## config.mk

```make
export PLATFORM = sky130hd
export DESIGN_NAME = graph6_adjacency_decoder
export DESIGN_NICKNAME = d
export VERILOG_FILES = /design/src/rtl/core/gdec_pkg.sv /design/src/rtl/core/gdec_front.sv /design/src/rtl/core/gdec_fifo.sv /design/src/rtl/core/gdec_back.sv /design/src/rtl/core/graph6_adjacency_decoder.sv
export SDC_FILE = /design/constraint.sdc
export NUM_CORES = 1
export LEC_CHECK = 0
export ABC_AREA = 1
export BUFFER_PORTS_ARGS = -buffer_cell sky130_fd_sc_hd__buf_2
export CAP_MARGIN = 10
export CORE_MARGIN = 10
export CORE_UTILIZATION = 50
export CTS_CLUSTER_SIZE = 8
export DETAILED_ROUTE_END_ITERATION = 10
export GPL_ROUTABILITY_DRIVEN = 0
export HOLD_SLACK_MARGIN = 0.1
export PLACE_DENSITY = 0.74
export SKIP_LAST_GASP = 1
export SLEW_MARGIN = 20
export SYNTH_ARGS = -nofsm -noshare
export SYNTH_HDL_FRONTEND = slang
export SYNTH_SLANG_ARGS = --single-unit
```

## constraint.sdc

```tcl
create_clock -name i_clk -period 6.9 [get_ports i_clk]
set_input_delay 0 -clock i_clk [delete_from_list [all_inputs] [get_ports i_clk]]
set_output_delay 0 -clock i_clk [all_outputs]
set_load 0.02 [all_outputs]
```

## src/rtl/core/gdec_pkg.sv

```systemverilog
`timescale 1ns / 1ps

package gdec_pkg;

    // field widths
    localparam int IDX_W      = 18;
    localparam int BYTE_W     = 8;
    localparam int GROUP_W    = 6;
    localparam int STEP_W     = 3;

    // graph6 character constants
    localparam logic [BYTE_W-1:0] CHAR_BIAS = 8'd63;
    localparam logic [BYTE_W-1:0] LONG_MARK = 8'd126;
    localparam logic [1:0]        HDR_GROUPS = 2'd3;
    localparam logic [STEP_W-1:0] TOP_BIT   = 3'd5;

    // command queue between front and back
    localparam int Q_DEPTH = 4;
    localparam int Q_AW    = $clog2(Q_DEPTH);
    localparam int Q_CW    = $clog2(Q_DEPTH + 1);

    typedef enum logic [1:0] {
        PH_IDLE = 2'd0,
        PH_HEAD = 2'd1,
        PH_DATA = 2'd2
    } t_phase;

    typedef enum logic [1:0] {
        CMD_COUNT = 2'd0,
        CMD_UNSUP = 2'd1,
        CMD_DATA  = 2'd2
    } t_cmd;

    typedef enum logic [1:0] {
        KIND_COUNT = 2'd0,
        KIND_EDGE  = 2'd1,
        KIND_UNSUP = 2'd2
    } t_kind;

    // one queue entry: count for CMD_COUNT, six data bits for CMD_DATA
    typedef struct packed {
        t_cmd             kind;
        logic [IDX_W-1:0] val;
    } t_qent;

    typedef struct packed {
        logic  valid;
        t_qent ent;
    } t_push;

endpackage

```

## src/rtl/core/gdec_front.sv

```systemverilog
`timescale 1ns / 1ps

module gdec_front (
    input  logic                         i_clk,
    input  logic                         i_rst_n,
    input  logic                         i_valid,
    output logic                         o_ready,
    input  logic [gdec_pkg::BYTE_W-1:0]  i_byte,
    input  logic                         i_start,
    input  logic                         i_full,
    output gdec_pkg::t_push              o_push
);

    gdec_pkg::t_phase             r_phase, n_phase;
    logic [1:0]                   r_left, n_left;
    logic [gdec_pkg::IDX_W-1:0]   r_count, n_count;

    logic                         accept;
    logic [gdec_pkg::BYTE_W-1:0]  diff;
    logic [gdec_pkg::GROUP_W-1:0] six;
    logic [gdec_pkg::IDX_W-1:0]   shifted;

    assign o_ready = !i_full;
    assign accept  = i_valid && o_ready;
    assign diff    = i_byte - gdec_pkg::CHAR_BIAS;
    assign six     = diff[gdec_pkg::GROUP_W-1:0];
    assign shifted = {r_count[gdec_pkg::IDX_W-gdec_pkg::GROUP_W-1:0], six};

    // header parse and byte classification
    always_comb begin
        n_phase = r_phase;
        n_left  = r_left;
        n_count = r_count;
        o_push.valid    = 1'b0;
        o_push.ent.kind = gdec_pkg::CMD_DATA;
        o_push.ent.val  = '0;
        if (accept) begin
            if (i_start) begin
                if (i_byte < gdec_pkg::LONG_MARK) begin
                    n_phase = gdec_pkg::PH_DATA;
                    n_count = {{(gdec_pkg::IDX_W-gdec_pkg::GROUP_W){1'b0}}, six};
                    o_push.valid    = 1'b1;
                    o_push.ent.kind = gdec_pkg::CMD_COUNT;
                    o_push.ent.val  = n_count;
                end else if (i_byte == gdec_pkg::LONG_MARK) begin
                    n_phase = gdec_pkg::PH_HEAD;
                    n_left  = gdec_pkg::HDR_GROUPS;
                    n_count = '0;
                end else begin
                    n_phase = gdec_pkg::PH_IDLE;
                    n_left  = 2'd0;
                    n_count = '0;
                    o_push.valid    = 1'b1;
                    o_push.ent.kind = gdec_pkg::CMD_UNSUP;
                end
            end else begin
                unique case (r_phase)
                    gdec_pkg::PH_HEAD: begin
                        if (r_left == gdec_pkg::HDR_GROUPS && i_byte >= gdec_pkg::LONG_MARK) begin
                            // long form beyond 18 bits
                            n_phase = gdec_pkg::PH_IDLE;
                            n_left  = 2'd0;
                            n_count = '0;
                            o_push.valid    = 1'b1;
                            o_push.ent.kind = gdec_pkg::CMD_UNSUP;
                        end else begin
                            n_count = shifted;
                            n_left  = r_left - 2'd1;
                            if (r_left == 2'd1) begin
                                n_phase = gdec_pkg::PH_DATA;
                                o_push.valid    = 1'b1;
                                o_push.ent.kind = gdec_pkg::CMD_COUNT;
                                o_push.ent.val  = shifted;
                            end
                        end
                    end
                    gdec_pkg::PH_DATA: begin
                        o_push.valid   = 1'b1;
                        o_push.ent.val = {{(gdec_pkg::IDX_W-gdec_pkg::GROUP_W){1'b0}}, six};
                    end
                    default: begin
                        // idle: byte dropped
                    end
                endcase
            end
        end
    end

    always_ff @(posedge i_clk) begin
        if (!i_rst_n) begin
            r_phase <= gdec_pkg::PH_IDLE;
            r_left  <= 2'd0;
            r_count <= '0;
        end else begin
            r_phase <= n_phase;
            r_left  <= n_left;
            r_count <= n_count;
        end
    end

endmodule

```

## src/rtl/core/gdec_fifo.sv

```systemverilog
`timescale 1ns / 1ps

module gdec_fifo (
    input  logic            i_clk,
    input  logic            i_rst_n,
    input  gdec_pkg::t_push i_push,
    output logic            o_full,
    output logic            o_valid,
    output gdec_pkg::t_qent o_ent,
    input  logic            i_pop
);

    gdec_pkg::t_qent              r_mem [gdec_pkg::Q_DEPTH];
    logic [gdec_pkg::Q_AW-1:0]    r_wp, r_rp;
    logic [gdec_pkg::Q_CW-1:0]    r_cnt;

    logic do_push, do_pop;

    assign o_full  = (r_cnt == gdec_pkg::Q_CW'(gdec_pkg::Q_DEPTH));
    assign o_valid = (r_cnt != '0);
    assign o_ent   = r_mem[r_rp];
    assign do_push = i_push.valid && !o_full;
    assign do_pop  = i_pop && o_valid;

    // storage
    always_ff @(posedge i_clk) begin
        if (do_push) begin
            r_mem[r_wp] <= i_push.ent;
        end
    end

    // pointers and fill count
    always_ff @(posedge i_clk) begin
        if (!i_rst_n) begin
            r_wp  <= '0;
            r_rp  <= '0;
            r_cnt <= '0;
        end else begin
            if (do_push) begin
                r_wp <= r_wp + 1'b1;
            end
            if (do_pop) begin
                r_rp <= r_rp + 1'b1;
            end
            if (do_push && !do_pop) begin
                r_cnt <= r_cnt + 1'b1;
            end else if (do_pop && !do_push) begin
                r_cnt <= r_cnt - 1'b1;
            end
        end
    end

endmodule

```

## src/rtl/core/gdec_back.sv

```systemverilog
`timescale 1ns / 1ps

module gdec_back (
    input  logic                        i_clk,
    input  logic                        i_rst_n,
    input  logic                        i_q_valid,
    input  gdec_pkg::t_qent             i_q_ent,
    output logic                        o_q_pop,
    output logic                        o_valid,
    input  logic                        i_ready,
    output gdec_pkg::t_kind             o_kind,
    output logic [gdec_pkg::IDX_W-1:0]  o_cnt,
    output logic [gdec_pkg::IDX_W-1:0]  o_row,
    output logic [gdec_pkg::IDX_W-1:0]  o_col,
    output logic                        o_last
);

    localparam int W = gdec_pkg::IDX_W;

    // pair walk state
    logic [W-1:0]                  r_row, n_row;
    logic [W-1:0]                  r_col, n_col;
    logic [W-1:0]                  r_cnt, n_cnt;
    logic [gdec_pkg::STEP_W-1:0]   r_step, n_step;

    // one held edge; done marks it as the final result of its byte
    logic                          r_pv, n_pv;
    logic                          r_pdone, n_pdone;
    logic [W-1:0]                  r_prow, n_prow;
    logic [W-1:0]                  r_pcol, n_pcol;

    // output register
    logic                          r_ov;
    gdec_pkg::t_kind               r_okind;
    logic [W-1:0]                  r_ocnt, r_orow, r_ocol;
    logic                          r_olast;

    logic                          out_free;
    logic                          emit;
    gdec_pkg::t_kind               e_kind;
    logic [W-1:0]                  e_cnt, e_row, e_col;
    logic                          e_last;

    logic [gdec_pkg::GROUP_W-1:0]  bits;
    logic                          bit_set;
    logic                          in_range;
    logic [W-1:0]                  col_inc, row_inc, row_next, col_next;
    logic                          final_step;

    assign out_free   = !r_ov || i_ready;
    assign bits       = i_q_ent.val[gdec_pkg::GROUP_W-1:0];
    assign bit_set    = bits[r_step];
    assign in_range   = r_row < r_cnt;
    assign col_inc    = r_col + 1'b1;
    assign row_inc    = r_row + 1'b1;
    assign row_next   = (col_inc == r_row) ? row_inc : r_row;
    assign col_next   = (col_inc == r_row) ? '0 : col_inc;
    assign final_step = (r_step == '0) || (row_next >= r_cnt);

    // one bit of the current byte per cycle, stalling while a held edge meets a busy output
    always_comb begin
        n_row   = r_row;
        n_col   = r_col;
        n_cnt   = r_cnt;
        n_step  = r_step;
        n_pv    = r_pv;
        n_pdone = r_pdone;
        n_prow  = r_prow;
        n_pcol  = r_pcol;
        o_q_pop = 1'b0;
        emit    = 1'b0;
        e_kind  = gdec_pkg::KIND_EDGE;
        e_cnt   = r_cnt;
        e_row   = r_prow;
        e_col   = r_pcol;
        e_last  = 1'b1;
        if (i_q_valid) begin
            unique case (i_q_ent.kind)
                gdec_pkg::CMD_DATA: begin
                    if (!in_range) begin
                        // trailing byte past the last pair
                        o_q_pop = 1'b1;
                        n_step  = gdec_pkg::TOP_BIT;
                        if (r_pv && r_pdone && out_free) begin
                            emit = 1'b1;
                            n_pv = 1'b0;
                        end
                    end else if (!(bit_set && r_pv && !out_free)) begin
                        n_row = row_next;
                        n_col = col_next;
                        if (bit_set) begin
                            if (r_pv) begin
                                emit   = 1'b1;
                                e_last = r_pdone;
                            end
                            n_pv    = 1'b1;
                            n_prow  = r_row;
                            n_pcol  = r_col;
                            n_pdone = final_step;
                        end else if (r_pv) begin
                            if (r_pdone && out_free) begin
                                emit = 1'b1;
                                n_pv = 1'b0;
                            end else if (final_step) begin
                                n_pdone = 1'b1;
                            end
                        end
                        if (final_step) begin
                            o_q_pop = 1'b1;
                            n_step  = gdec_pkg::TOP_BIT;
                        end else begin
                            n_step = r_step - 1'b1;
                        end
                    end
                end
                gdec_pkg::CMD_COUNT, gdec_pkg::CMD_UNSUP: begin
                    if (r_pv) begin
                        // drain the held edge first
                        if (out_free) begin
                            emit = 1'b1;
                            n_pv = 1'b0;
                        end
                    end else if (out_free) begin
                        emit    = 1'b1;
                        o_q_pop = 1'b1;
                        e_row   = '0;
                        e_col   = '0;
                        n_step  = gdec_pkg::TOP_BIT;
                        if (i_q_ent.kind == gdec_pkg::CMD_COUNT) begin
                            e_kind = gdec_pkg::KIND_COUNT;
                            e_cnt  = i_q_ent.val;
                            n_cnt  = i_q_ent.val;
                            n_row  = W'(1);
                            n_col  = '0;
                        end else begin
                            e_kind = gdec_pkg::KIND_UNSUP;
                            e_cnt  = '0;
                            n_cnt  = '0;
                        end
                    end
                end
                default: begin
                    o_q_pop = 1'b1;
                end
            endcase
        end else if (r_pv && r_pdone && out_free) begin
            emit = 1'b1;
            n_pv = 1'b0;
        end
    end

    // control state
    always_ff @(posedge i_clk) begin
        if (!i_rst_n) begin
            r_row   <= W'(1);
            r_col   <= '0;
            r_cnt   <= '0;
            r_step  <= gdec_pkg::TOP_BIT;
            r_pv    <= 1'b0;
            r_pdone <= 1'b0;
            r_ov    <= 1'b0;
        end else begin
            r_row   <= n_row;
            r_col   <= n_col;
            r_cnt   <= n_cnt;
            r_step  <= n_step;
            r_pv    <= n_pv;
            r_pdone <= n_pdone;
            if (emit) begin
                r_ov <= 1'b1;
            end else if (i_ready) begin
                r_ov <= 1'b0;
            end
        end
    end

    // payload
    always_ff @(posedge i_clk) begin
        r_prow <= n_prow;
        r_pcol <= n_pcol;
        if (emit) begin
            r_okind <= e_kind;
            r_ocnt  <= e_cnt;
            r_orow  <= e_row;
            r_ocol  <= e_col;
            r_olast <= e_last;
        end
    end

    assign o_valid = r_ov;
    assign o_kind  = r_okind;
    assign o_cnt   = r_ocnt;
    assign o_row   = r_orow;
    assign o_col   = r_ocol;
    assign o_last  = r_olast;

    // a held edge that is not final belongs to the byte at the queue head
    a_pend_head: assert property (@(posedge i_clk) disable iff (!i_rst_n)
        (r_pv && !r_pdone) |-> (i_q_valid && i_q_ent.kind == gdec_pkg::CMD_DATA))
        else $error("held edge without its byte");

    // walk stays in the lower triangle
    a_tri: assert property (@(posedge i_clk) disable iff (!i_rst_n)
        r_col < r_row)
        else $error("pair column not below row");

    // emitted edges lie inside the graph
    a_edge: assert property (@(posedge i_clk) disable iff (!i_rst_n)
        (r_ov && r_okind == gdec_pkg::KIND_EDGE) |-> (r_orow > r_ocol && r_orow < r_ocnt))
        else $error("edge outside graph");

    // a held edge is always a valid pair
    a_pend_rng: assert property (@(posedge i_clk) disable iff (!i_rst_n)
        r_pv |-> (r_prow < r_cnt))
        else $error("held edge out of range");

endmodule

```

## src/rtl/core/graph6_adjacency_decoder.sv

```systemverilog
`timescale 1ns / 1ps
// Path: a header result passes the queue storage, then the output register; an edge
//   is held until the next set bit or the end of its byte. A 4-item queue decouples
//   intake from output. Throughput: one data bit per cycle, stalled when a held edge
//   meets a busy output; header bytes one per cycle while the queue has room.
// Reset: synchronous, active low; clears the parser, queue and walk state at once.
module graph6_adjacency_decoder (
    input  logic        i_clk,
    input  logic        i_rst_n,
    input  logic        i_s_axis_tvalid,
    output logic        o_s_axis_tready,
    input  logic [7:0]  i_s_axis_tdata,   // [7:0] byte_value
    input  logic        i_s_axis_tuser,   // [0] start_req
    output logic        o_m_axis_tvalid,
    input  logic        i_m_axis_tready,
    output logic [55:0] o_m_axis_tdata,   // [17:0] vertex_count, [35:18] row, [53:36] col
    output logic [1:0]  o_m_axis_tuser,   // [1:0] kind
    output logic        o_m_axis_tlast
);

    gdec_pkg::t_push               push;
    logic                          q_full, q_valid, q_pop;
    gdec_pkg::t_qent               q_ent;
    gdec_pkg::t_kind               kind;
    logic [gdec_pkg::IDX_W-1:0]    cnt, row, col;

    gdec_front u_front (
        .i_clk   (i_clk),
        .i_rst_n (i_rst_n),
        .i_valid (i_s_axis_tvalid),
        .o_ready (o_s_axis_tready),
        .i_byte  (i_s_axis_tdata),
        .i_start (i_s_axis_tuser),
        .i_full  (q_full),
        .o_push  (push)
    );

    gdec_fifo u_fifo (
        .i_clk   (i_clk),
        .i_rst_n (i_rst_n),
        .i_push  (push),
        .o_full  (q_full),
        .o_valid (q_valid),
        .o_ent   (q_ent),
        .i_pop   (q_pop)
    );

    gdec_back u_back (
        .i_clk     (i_clk),
        .i_rst_n   (i_rst_n),
        .i_q_valid (q_valid),
        .i_q_ent   (q_ent),
        .o_q_pop   (q_pop),
        .o_valid   (o_m_axis_tvalid),
        .i_ready   (i_m_axis_tready),
        .o_kind    (kind),
        .o_cnt     (cnt),
        .o_row     (row),
        .o_col     (col),
        .o_last    (o_m_axis_tlast)
    );

    assign o_m_axis_tdata = {2'b00, col, row, cnt};
    assign o_m_axis_tuser = kind;

endmodule
```

== Yosys cells after proc, flatten, opt, wreduce, memory -nomap -nowiden ==
Memory sizes are Yosys's and may differ from the RTL's. A register that Yosys moved wholly into a read port is not among the register bits.
Index checks and enable logic that the tools add are counted.
Widths: inputs -> output; s select.

* Memory bits (writable): 80
* Memories kept: 1
* Register bits: 176
* Logic and storage cells: 200
* Input port bits: 13

{| class="wikitable"
|+ Memories
! name !! depth !! bits a word !! rd ports !! clocked after memory_dff !! wr ports !! RTL line !! text
|-
| u_fifo.r_mem || 4 || 20 || 1 || 1 || 1 || gdec_fifo.sv:13 || <nowiki>gdec_pkg::t_qent r_mem [gdec_pkg::Q_DEPTH];</nowiki>
|}

* $lt $le $gt $ge: 5
* Multiplexer cells: 99
* Add/subtract/negate cells: 9
* Reductions and logical operators: 39
* Eq/ne operators: 19
* Bitwise operators: 8

{| class="wikitable"
|+ Operators with widths
! cell !! number
|-
| $mux 18 || 26
|-
| $pmux 18 s2 || 3
|-
| $mux 21 || 3
|-
| $add 18x1->18 const B || 2
|-
| $mux 12 || 3
|-
| $mux 1 || 33
|-
| $mux 3 || 10
|-
| $mux 2 || 14
|-
| $eq 18x18->1 || 1
|-
| $ge 18x18->1 || 1
|-
| $lt 18x18->1 || 1
|-
| $reduce_and 7->1 || 2
|-
| $reduce_bool 2->1 || 6
|-
| $logic_and 1x1->1 || 11
|-
| $reduce_and 5->1 || 2
|-
| $eq 8x7->1 const B || 1
|-
| $ge 8x7->1 const B || 1
|-
| $lt 8x7->1 const B || 1
|-
| $ne 2x1->1 const B || 4
|-
| $not 1->1 || 8
|-
| $pmux 1 s2 || 4
|-
| $eq 2x1->1 const B || 3
|-
| $eq 2x2->1 const B || 3
|-
| $mux 6 || 1
|-
| other kinds (23) || 35
|}

== Logic depth before layout (Yosys ltp) ==
* Depth after elaboration: 14
* Depth in mapped cells: 36

== Hierarchy ==
Synthesis repeated with hierarchy kept, for this count alone.

* Cell total of the unflattened synthesis: 1457
* Area total of the unflattened synthesis: 12857.3 sq um

{| class="wikitable"
|+ Modules (own cells, without submodules)
! module !! instances !! area each (sq um) !! cells each !! seq. area each (sq um)
|-
| gdec_back || 1 || 8329.2 || 1033 || 3993.8
|-
| gdec_fifo || 1 || 3437.0 || 263 || 2582.5
|-
| gdec_front || 1 || 1072.3 || 158 || 320.3
|-
| graph6_adjacency_decoder || 1 || 18.8 || 3 || 0.0
|}

== Worst setup path after synthesis ==
No wires, ideal clock.

* Path type: register to register
* Start: register u_back.r_col[0]
* End: register u_fifo.r_cnt[1] in the netlist's numbering
* Period minus slack after synthesis: 4.367 ns
* Data required time: 6.784 ns
* Path slack: 2.533 ns
* Cell stages (with the launch flop): 29
* Arrival time: 4.251 ns
* Cell sequence: dfxtp_1 -> ha_1 -> nand2_2 -> nor2_4 -> nand2_1 -> nand2_1 -> and2_1 -> nor2_1 -> nor2_1 -> nand3_2 -> nor2_8 -> buf_2 -> nand3_1 -> nand2_1 -> inv_1 -> ha_1 -> nand2_1 -> nor2_1 -> nor3b_1 -> nand3_1 -> nand4_1 -> nor2_1 -> o21ai_0 -> nand2_1 -> ha_1 -> inv_1 -> fa_1 -> o21ai_0 -> nor2_1

* Cells in the longest elaborated chain, start to end: 14

{| class="wikitable"
|+ Ends and longest elaborated chain
! item !! RTL line !! text
|-
| start, declared || gdec_back.sv:22 || <nowiki>logic [W-1:0] r_col, n_col;</nowiki>
|-
| start signal, assigned || gdec_back.sv:164 || <nowiki>r_col <= n_col;</nowiki>
|-
| $add 18x1->18 (*) || gdec_back.sv:54 || <nowiki>assign col_inc = r_col + 1'b1;</nowiki>
|-
| $eq 18x18->1 (*) || gdec_back.sv:56 || <nowiki>assign row_next = (col_inc == r_row) ? row_inc : r_row;</nowiki>
|-
| $mux 18 (*) || gdec_back.sv:56 ||
|-
| $ge 18x18->1 (*) || gdec_back.sv:58 || <nowiki>assign final_step = (r_step == '0) || (row_next >= r_cnt);</nowiki>
|-
| $logic_or 1x1->1 (*) || gdec_back.sv:58 ||
|-
| $mux 1 (*) || gdec_back.sv:108 || <nowiki>if (final_step) begin</nowiki>
|-
| $mux 1 (*) || gdec_back.sv:88 || <nowiki>end else if (!(bit_set && r_pv && !out_free)) begin</nowiki>
|-
| $mux 1 (*) || gdec_back.sv:80 || <nowiki>if (!in_range) begin</nowiki>
|-
| $pmux 1 s2 (*) || gdec_back.sv:78 || <nowiki>unique case (i_q_ent.kind)</nowiki>
|-
| $mux 1 (*) || gdec_back.sv:77 || <nowiki>if (i_q_valid) begin</nowiki>
|-
| $logic_and 1x1->1 (*) || gdec_fifo.sv:23 || <nowiki>assign do_pop = i_pop && o_valid;</nowiki>
|-
| $logic_not 1->1 || gdec_fifo.sv:45 || <nowiki>if (do_push && !do_pop) begin</nowiki>
|-
| $logic_and 1x1->1 || gdec_fifo.sv:45 ||
|-
| $mux 3 or $reduce_bool 2->1 (tied branches) || -- ||
|-
| end signal, assigned || gdec_fifo.sv:46 || <nowiki>r_cnt <= r_cnt + 1'b1;</nowiki>
|-
| end signal, assigned || gdec_fifo.sv:48 || <nowiki>r_cnt <= r_cnt - 1'b1;</nowiki>
|-
| end, declared || gdec_fifo.sv:15 || <nowiki>logic [gdec_pkg::Q_CW-1:0] r_cnt;</nowiki>
|}

Every way passes the cells marked *; elsewhere a longest branch is shown, timed or not.
A chain may end at the register's enable or synchronous reset.

== Worst setup path after layout ==
* Start: register u_back.r_col[0]
* End: register u_fifo.r_cnt[2] in the netlist's numbering

The elaborated chain is that of the path after synthesis.

==> metrics.txt <==
DRC Markers=0; setup TNS=0 ns; H-tree depth=2; row count=58; Die Y-Extent=179.2 um; Final Cycle Share=0.8055; Pleak=6.226 nW; CP endpoint kind=flip-flop; min Tclk post-route=5.558 ns; syn_area_per_cell=a little under 9 um2; fillers=2,149; Fin. Hold Viols=0; CP Class=reg2reg; Ports=74; GRT overflow=0; Reg-to-Reg Start=u_back.r_col[0]$_SDFFE_PN0P_; CTS Buffer Depth=3; Antenna Nets Post-Route=0; CP max FO=36; Worst path most repeated cell=nand2_1; Mapped Cells=1,417; sequential share of the synthesized area=0.5444; antenna violations before repair=0; Final setup viols=0; cts bufs inserted=38; post-synth cell types=46; WP data arrival=approximately 5.9 ns; fmax=between 150 and 200 MHz; crit path launch type=flip-flop; hold wc startpoint=i_s_axis_tdata[6]; Clock Latency Late Sink=around 0.54 ns; # port buffers=71; Slew HR=0.2942; share of synthesized registers carrying an async set or reset=0; most frequent cells in the layout=347 x nand2_1, 173 x inv_1, 173 x edfxtp_1; CTS root buf=clkbuf_16; clk sinks=258; worst endpoint required time=around 7.3 ns; first-pass GRT wire length=47,740 um; Die W=about 180 um; Slew @ Worst Pin=1.059 ns; number of synthesized flops with an enable pin=around 170; GRT Util Overall=0.1831; Layout area overhead=14.85%; Synth Register Bits=258; slowest stage delay, CP=0.43 ns; Core Footprint=25,040 um2; nets@finish=1,563; outcome=finished clean; commonest non-fill, non-tap cell in the layout=nand2_1; 1st-pass router iterations=6; largest net degree at the start of global routing=56; cts repair resizes=0; Placed Area=13,280 um2; initial core utilization=0.5059; share of cells above drive strength 1=0.1065; Max rail drop VDD=247.1 uV; CTS tree=built; WL final=29,410 um; synth warn=0; FF-to-FF End=u_fifo.r_cnt[2]$_SDFFE_PN0P_; register-to-register setup slack=1.34 ns; pwr/cell area=464.8 nW/um2; Critical-path top delay cell=dfxtp_1; die area=32,100 um2; vias=10,007; maxcap violations=0; R2R depth=33; Ant. Diodes=0; Post-synth top flop=edfxtp_1; count of final max-slew check failures=0; post-DP HPWL=19,910 um; Min-Delay Path Class=in2reg; DR vias/cell=5.380; clock-pin slew on the worst setup and hold paths=0.05 ns; 1st-iter DRT viols=813; cell area after layout=approximately 15,000 um2; WHS Endpoint=u_front.r_left[0]$_SDFFE_PN0P_; RSZ-0062 raised after global routing=false; hold path depth=7; clock skew=0.03666 ns; Cell Area, Synth=between 10,000 and 15,000 um2; DR WL/cell=between 15 and 20 um; vias in the first global route=9,725
-- kinds of logic after synthesis --
kind of cell,share of synthesized area
AND/OR/NAND/NOR,0.2400
flip-flops,0.5444
buffers and inverters,0.07388
AO/OA/AOI/OAI,0.07468
adder cells (fa/ha/maj),0.04899
XOR/XNOR,0.01768
other,0.0002960
-- what timing repair did --
action,4_1_cts,5_1_grt
endpoints found under the hold margin,61,0
buffers inserted,0,0
hold buffers,11,0
-- stage by stage --
step / utilization / setup WS, ns / total power [mW] / hold slack, ns / std cells
after detailed placement: 0.5302 / 1.537 / 5.007 / 0.4363 / 1780
after CTS: 0.5811 / 1.423 / 6.805 / 0.1038 / 1860
after global placement: 0.5302 / 1.705 / 4.925 / 0.4072 / 1780
final: 0.5811 / 1.342 / 6.761 / 0.1113 / 1860
after global routing: 0.5811 / 0.6760 / 7.266 / 0.2148 / 1860
after floorplan: - / 2.533 / 4.320 / 0.1801 / 1418
-- power breakdown --
| part | internal (mW) | leakage [nW] | switching (mW) | total, mW |
|---|---|---|---|---|
| Combinational | 0.821 | 3.30 | 1.98 | 2.80 |
| Sequential | 2.09 | 2.38 | 0.114 | 2.21 |
| Clock | 1.08 | 0.547 | 0.671 | 1.75 |
-- registers in the layout, indices dropped and copies added, names as in the netlist, named ones only --
name,cells
u_back.r_prow,18
u_back.r_row,18
u_back.o_kind,2
u_front.r_count,12
u_back.o_last,1
u_front.r_left,2
u_back.r_pcol,18
u_front.r_phase,2
u_back.o_cnt,18
u_back.o_row,18
u_back.o_col,18
u_fifo.r_mem,80
u_back.r_cnt,18
u_back.r_step,3
u_back.r_col,18
u_fifo.r_wp,2
u_back.o_valid,1
u_fifo.r_cnt,3
u_back.r_pdone,1
u_back.r_pv,1
u_fifo.r_rp,2
-- Yosys cell counts (all sizes together) (14+ instances only) --
master / count / share of area
nand2: 365 / 0.11
inv: 179 / 0.053
edfxtp: 173 / 0.41
nand3: 135 / 0.055
nor2: 106 / 0.036
a21oi: 90 / 0.036
dfxtp: 85 / 0.13
o21ai: 57 / 0.023
ha: 48 / 0.047
clkbuf: 28 / 0.0083
nand4: 24 / 0.012
buf: 21 / 0.011
xor2: 19 / 0.013
nor3: 14 / 0.0059
nor3b: 14 / 0.0083
-- worst max-delay path: cells and delay by family (launching register included) --
kind / cells / cell delay (ns)
adders and majority gates: 4 / 0.99
and+or+nand+nor: 20 / 2.90
AOI/OAI and AO/OA: 6 / 0.90
buffers and inverters: 3 / 0.16
DFF: 1 / 0.43
-- layout make-up --
class | count | area (um2) | share of cell area
Clock buffer | 65 | 1052 | 0.07233
Clock inverter | 4 | 110.1 | 0.007569
Inverter | 183 | 686.9 | 0.04722
Multi-Input combinational cell | 928 | 4848 | 0.3333
Sequential cell | 258 | 6897 | 0.4741
Tap cell | 330 | 412.9 | 0.02838
Timing Repair Buffer | 92 | 540.5 | 0.03715
-- how the worst max path moves through the flow --
stage,end,cells after the start,slack (ns),startpoint
after floorplan,u_fifo.r_cnt[1]$_SDFFE_PN0P_,28,2.53,u_back.r_col[0]$_SDFFE_PN0P_
after CTS,u_fifo.r_cnt[2]$_SDFFE_PN0P_,33,1.42,u_back.r_col[0]$_SDFFE_PN0P_
final,u_fifo.r_cnt[2]$_SDFFE_PN0P_,33,1.34,u_back.r_col[0]$_SDFFE_PN0P_
after global placement,u_fifo.r_cnt[2]$_SDFFE_PN0P_,32,1.71,u_back.r_col[0]$_SDFFE_PN0P_
after global routing,u_fifo.r_cnt[2]$_SDFFE_PN0P_,33,0.68,u_back.r_col[0]$_SDFFE_PN0P_
after detailed placement,u_fifo.r_cnt[2]$_SDFFE_PN0P_,32,1.54,u_back.r_col[0]$_SDFFE_PN0P_
-- metal layers --
metal,vias to the layer above,wire length (um),part of all wire,global-route usage
met4,0,952,0.032,0.06594
met1,4691,11880,0.40,0.2119
met2,327,14660,0.50,0.3288
li1,4911,-,-,-
met5,-,0,0,0
met3,78,1921,0.065,0.03623
(Power assumes the default switching activity.)
